===== src/rtl/core/ltri_pkg.sv =====
// shared types and constants for the line-triangle intersection pipeline
package ltri_pkg;

  localparam int COORD_WIDTH_DEF = 16;
  localparam int FIELD_WIDTH     = 48;
  localparam int DET_MIN_WIDTH   = 54;
  localparam int TIME_WIDTH      = 32;
  localparam int FRAC_SHIFT      = 16;
  localparam int DET_MIN_RESET   = 168;

  // configuration register indexes
  localparam logic CFG_ACCEPT_BACKFACE = 1'b0;
  localparam logic CFG_DET_MIN         = 1'b1;

  // per-item control that rides along the pipeline
  typedef struct packed {
    logic hit;
    logic neg;
    logic big;
  } ltri_ctl_t;

endpackage


===== src/rtl/core/ltri_back.sv =====
// t saturation, hit point and output register
module ltri_back import ltri_pkg::*; #(
  parameter int COORD_WIDTH = COORD_WIDTH_DEF
) (
  input  logic                            clk,
  input  logic                            rst,
  input  logic                            en,
  input  logic                            in_valid,
  input  ltri_ctl_t                       in_ctl,
  input  logic [TIME_WIDTH-1:0]           in_quot,
  input  logic signed [COORD_WIDTH:0]     in_d [3],
  input  logic signed [COORD_WIDTH-1:0]   in_l1 [3],
  output logic                            out_valid,
  output logic                            out_hit,
  output logic [TIME_WIDTH-1:0]           out_time,
  output logic [3*COORD_WIDTH-1:0]        out_point
);

  localparam int W   = COORD_WIDTH;
  localparam int MW  = W + 1 + TIME_WIDTH;
  localparam int SW  = MW - FRAC_SHIFT;
  localparam int AW  = SW + 1;
  localparam logic [TIME_WIDTH-1:0] T_MAX = {1'b0, {(TIME_WIDTH-1){1'b1}}};
  localparam logic [TIME_WIDTH-1:0] T_MIN = {1'b1, {(TIME_WIDTH-1){1'b0}}};

  logic [1:0]                    v;
  logic [1:0]                    hit;
  logic signed [TIME_WIDTH-1:0]  t1, t2;
  logic signed [W:0]             d1 [3];
  logic signed [W-1:0]           l1_1 [3], l1_2 [3];
  logic signed [MW-1:0]          prod [3];
  logic [3*W-1:0]                point;

  always_comb begin
    for (int k = 0; k < 3; k++) begin
      logic signed [AW-1:0] pt;
      pt = AW'(l1_2[k]) + AW'(prod[k] >>> FRAC_SHIFT);
      if (pt > AW'($signed({1'b0, {(W-1){1'b1}}}))) begin
        point[k*W +: W] = {1'b0, {(W-1){1'b1}}};
      end else if (pt < AW'($signed({1'b1, {(W-1){1'b0}}}))) begin
        point[k*W +: W] = {1'b1, {(W-1){1'b0}}};
      end else begin
        point[k*W +: W] = pt[W-1:0];
      end
    end
  end

  always_ff @(posedge clk) begin
    if (rst) begin
      v         <= '0;
      out_valid <= 1'b0;
    end else if (en) begin
      v         <= {v[0], in_valid};
      out_valid <= v[1];
    end
  end

  always_ff @(posedge clk) begin
    if (en) begin
      hit <= {hit[0], in_ctl.hit};
      if (!in_ctl.neg) begin
        t1 <= (in_ctl.big || in_quot[TIME_WIDTH-1]) ? T_MAX : in_quot;
      end else begin
        t1 <= (in_ctl.big || in_quot > T_MIN) ? T_MIN : -in_quot;
      end
      d1   <= in_d;
      l1_1 <= in_l1;

      for (int k = 0; k < 3; k++) begin
        prod[k] <= MW'(d1[k]) * MW'(t1);
      end
      t2   <= t1;
      l1_2 <= l1_1;

      out_hit   <= hit[1];
      out_time  <= hit[1] ? t2 : '0;
      out_point <= hit[1] ? point : '0;
    end
  end

endmodule


===== config.mk =====
export PLATFORM = sky130hd
export DESIGN_NAME = ltri_back
export DESIGN_NICKNAME = d
export VERILOG_FILES = /design/src/rtl/core/ltri_pkg.sv /design/src/rtl/core/ltri_back.sv
export SDC_FILE = /design/constraint.sdc
export NUM_CORES = 2
export LEC_CHECK = 0
export ABC_AREA = 1
export ABC_CLOCK_PERIOD_IN_PS = 18500
export BUFFER_PORTS_ARGS = -buffer_cell sky130_fd_sc_hd__buf_2
export CAP_MARGIN = 20
export CORE_MARGIN = 2
export CORE_UTILIZATION = 55
export DETAILED_ROUTE_END_ITERATION = 10
export MAX_ROUTING_LAYER = met4
export PLACE_DENSITY = 0.77
export REMOVE_ABC_BUFFERS = 1
export SYNTH_ARGS = -nofsm -noshare
export SYNTH_HDL_FRONTEND = slang
export SYNTH_SLANG_ARGS = --single-unit
export TNS_END_PERCENT = 20

===== constraint.sdc =====
create_clock -name clk -period 18.5 [get_ports clk]
set_input_delay 0.925 -clock clk [delete_from_list [all_inputs] [get_ports clk]]
set_output_delay 0.925 -clock clk [all_outputs]
set_load 0.02 [all_outputs]

Word-level counts from Yosys, hierarchy flattened:

Memories as Yosys holds them, arrays and structs flattened.
Cells that the tools add are included.

* RAM bits: 147
* logic and storage cells: 52
* output and inout bits: 82
* bits of input ports: 138
* flip-flop bits (word level): 297
* memories: 1

* mux-type cells: 11
* reductions and logical operators: 5
* bitwise gates (word level): 1
* multiply operators: 3
* $add $sub $neg: 4
* order comparisons: 7

Memory list
* prod: depth 3, width 49, rd ports 3, clocked after Yosys merged registers in 0, write ports 3, RTL line ltri_back.sv:31 `logic signed [MW-1:0] prod [3];`

Operators by type and width (count)
* $mul A17 B32 Y49: 3
* $add A16 B33 Y34: 3
* $gt A34 B16 Y1 const B: 3
* $lt A34 B16 Y1 const B: 3
* $mux W32: 3
* $mux W16: 3
* $mux W15: 3
* $gt A32 B32 Y1 const B: 1
* $neg A32 Y32: 1
* $reduce_or A2 Y1: 3
* $logic_or A1 B1 Y1: 2
* $mux W1: 2
* $not A1 Y1: 1

Longest topological paths before layout:

An unclocked memory read counts as a cell.

* word-level depth: 5
* gate-level depth with buffers: 33

Worst setup path before layout:

No wires, ideal clock.

* path type: flip-flop to flip-flop
* from: register t1[7]
* to: memory prod[0][84] in the netlist's numbering, data pin
* cell stages (with the launch flop): 26
* data arrival time: 5.613 ns
* path slack: 12.625 ns
* required time: 18.238 ns
* cell sequence: edfxtp_1 -> clkbuf_1 -> clkbuf_1 -> nand2_1 -> fa_1 -> inv_1 -> fa_1 -> inv_1 -> fa_1 -> inv_1 -> fa_1 -> fa_1 -> inv_1 -> fa_1 -> inv_1 -> ha_1 -> nand2_1 -> nor2_1 -> inv_1 -> nor2_1 -> inv_1 -> nor4_1 -> a21oi_1 -> o21ai_0 -> a21oi_1 -> xor2_1

RTL lines
* from (decl): RTL line ltri_back.sv:28 `logic signed [TIME_WIDTH-1:0] t1, t2;`
* from (signal assigned): RTL line ltri_back.sv:62 `t1 <= (in_ctl.big || in_quot[TIME_WIDTH-1]) ? T_MAX : in_quot;`
* from (signal assigned): RTL line ltri_back.sv:64 `t1 <= (in_ctl.big || in_quot > T_MIN) ? T_MIN : -in_quot;`
* to (decl): RTL line ltri_back.sv:31

==> out/qor.yml <==
floorplanning:
  dieHeight_um: 384
  io_pins: 220
  rows: 139
  die_area_mm2: 0.147
  die_width_um: 384
  core_area_mm2: 0.143
  initial_utilization_pct: 55.4
clocking:
  cts-root-buf: "clkbuf_16"
  cts_tree: "done"
  clk_latency_ns: 0.68
  cts_buffers: 50
  cts_buffer_depth: 3
  cts_sinks: 396
  cts_setup_buffers: 0
  ctsHoldBuffers: 0
  postCtsResizedCells: 0
  htree_levels: 2
  clk_pin_slew_ns: 0.07
grt:
  grt_use_total_pct: 32.5
  grt_pass1_vias: 67500
  grt_max_degree: 91
  grt_overflow: 0
  grt_pass1_wl_um: 362000
  antenna_found_initial: 4
routing:
  drt_first_pass_iters: 6
  routed_via_density: 5.37
  remaining_drc_errors: 0
  antenna_left: 0
  wl_um: 226000
  via_count: 62800
  drtIter0Drc: 5468
  wl_per_cell_um: 19.3
yosys:
  synth_cell_type_count: 56
  synthMuxAreaShare_pct: 0
  synth-simple-area-share_pct: 17.0
  synth_fa_ha_area_share_pct: 46.3
  synth_top_family_by_area: "adder cells"
  synth_compound_area_share_pct: 4.70
  yosysSeqAreaShare_pct: 15.0
  synth_largest_area_cell: "fa_1"
  synth_top_area_share_pct: 39.4
  netlist_instances: 9739
  synth_edf_count: 393
  ys_warn_count: 0
  async_reset_ff_share_pct: 0
  synth-xor-area-share_pct: 2.18
  avgSynthCellArea_um2: 8.15
  synth_area_leaders: "fa_1, edfxtp_1, inv_1"
  synth-main-ff-cell: "edfxtp_1"
  netlist_area_mm2: 0.0793
  synth_seq_cells: 396
flow_run:
  max-cap-violations: 0
finish:
  layout-drive-gt1-share_pct: 5.64
  nets: 11900
  syn2layout_area_growth_pct: 5.60
worst_hold_path:
  hold_path_end: "l1_2[16]$_DFFE_PP_"
  hold_depth: 0
  hold_path_class: "flip-flop to flip-flop"
  hold_start: "l1_1[16]$_DFFE_PP_"
worst_setup_path:
  crit_required_ns: 18.92
  r2r-end: "prod[0][84]$_DFFE_PP_"
  crit_fanout: 52
  critPathArrivalTime_ns: 7.59
  cp-start-kind: "flip-flop"
  crit-reg2reg-launch: "t1[18]$_DFFE_PP_"
  r2r_slack_ns: 11.33
  criticalPathCategory: "flip-flop to flip-flop"
  reg2reg_depth: 22
  end_kind: "flip-flop"
sta:
  finalCritPeriodShare_pct: 38.8
  maxSlewViolCount: 0
  hold_viol_final: 0
  max_slew_margin_pct: 32.0
  max_freq_mhz: 139
  tightestPinTransition_ns: 1.01
  skew_ns: 0.0589
  setup_viol: 0
  layout_min_cycle_time_ns: 7.17
  fin_setup_tns_ns: 0
  rsz0062_at_grt: "no"
placed_design:
  place.gp.congestion: 0.976
  dp_hpwl_um: 176000
  io_buffers: 219
outcome:
  status: "finished, final reports clean"
[placed cells by master, fill, tap and decap left out, types with 11 or more instances in the layout]
cell type  netlist  layout
a21oi_1        280     280
ha_1           433     433
nand4_1         56      56
o21ai_1         11      11
fa_1          1563    1563
o21a_1          28      28
o21ai_0        167     167
nor2_2          22      22
inv_1         2737    2737
edfxtp_1       393     393
xor2_1         150     150
nand3_1        181     181
buf_4            0      95
xnor2_1         47      47
buf_2            1     218
clkbuf_16        0      50
a31oi_1         48      48
nand2_1       2521    2521
nor3_1          38      38
inv_2           22      22
nand2_2         45      45
a21oi_2         36      36
nor2_1         461     461
o221ai_1        15      15
[cell usage after synthesis, types with 56 or more instances]
cell type	instances
inv_1	2737
nand2_1	2521
fa_1	1563
nor2_1	461
ha_1	433
edfxtp_1	393
clkbuf_1	328
a21oi_1	280
nand3_1	181
o21ai_0	167
xor2_1	150
nand4_1	56
[per-layer routing]
layer	track usage, %	part of all wire (%)	vias to the layer above	routed length [µm]
met1	42.3	40	30900	90900
met5	-	0	-	0
met3	5.26	9.0	658	20400
li1	-	-	28300	-
met4	11.9	4.2	0	9410
met2	51.7	47	2968	105000
[cell families (layout without fill, tap and decap cells)]
| family | count (synthesis) | count (layout) |
|---|---|---|
| compound gates | 646 | 646 |
| xor+xnor | 197 | 197 |
| fa+ha+maj | 1996 | 1996 |
| buf+inv | 3123 | 3169 |
| flops | 396 | 396 |
| other cells | 0 | 3 |
| simple gates | 3381 | 3381 |
[registers in the layout (all words and copies together) (netlist names)]
register,flops
v,2
l1_1,48
l1_2,48
out_hit,1
hit,2
out_valid,1
t1,32
prod,99
t2,32
out_point,48
d1,51
out_time,32
[worst max-delay path: stages (launching register included)]
cell and delay, ns:
edfxtp_1 0.32, buf_4 0.67, nand2_1 0.19, fa_1 0.55, fa_1 0.57, fa_1 0.53, inv_1 0.06, fa_1 0.54
fa_1 0.51, inv_1 0.05, fa_1 0.50, inv_1 0.05, ha_1 0.40, nand2_1 0.12, nor2_1 0.16, inv_1 0.10
nor2_1 0.13, inv_1 0.05, nor4_1 0.46, a21oi_1 0.23, o21ai_0 0.41, a21oi_1 0.14, xor2_1 0.17
[metrics by stage]
stage / worst slack [ns] / hold WS, ns / cells / util, % / instance area [µm²]
floorplan: 12.24 / 0.400 / 9380 / - / 77900
global placement: 11.53 / 0.400 / 11600 / 57.3 / 82100
detailed placement: 11.46 / 0.405 / 11600 / 57.3 / 82100
CTS: 11.50 / 0.380 / 11700 / 58.5 / 83800
global route: 11.03 / 0.398 / 11700 / 58.5 / 83800
finish: 11.33 / 0.413 / 11700 / 58.5 / 83800
[worst max path at each step]
stage,start,end,slack (ns),cells past startpoint
floorplan,t1[7]$_DFFE_PP_,prod[0][84]$_DFFE_PP_,12.24,23
global placement,t1[18]$_DFFE_PP_,prod[0][84]$_DFFE_PP_,11.53,22
detailed placement,t1[18]$_DFFE_PP_,prod[0][84]$_DFFE_PP_,11.46,22
CTS,t1[18]$_DFFE_PP_,prod[0][84]$_DFFE_PP_,11.50,22
global route,t1[18]$_DFFE_PP_,prod[0][84]$_DFFE_PP_,11.03,22
finish,t1[18]$_DFFE_PP_,prod[0][84]$_DFFE_PP_,11.33,22
[layout make-up]
type / instances / area [µm²]
Antenna cell: 3 / 7.51
Clock buffer: 57 / 1280
Clock inverter: 34 / 367
Fill cell: 12800 / 59500
Inverter: 2764 / 10400
Multi-Input combinational cell: 6220 / 55700
Sequential cell: 396 / 11900
Tap cell: 1903 / 2380
Timing Repair Buffer: 314 / 1820
Power is left out: the tool's default activity adds up to more than one toggle a clock period on the data nets, which glitch-free logic cannot reach.
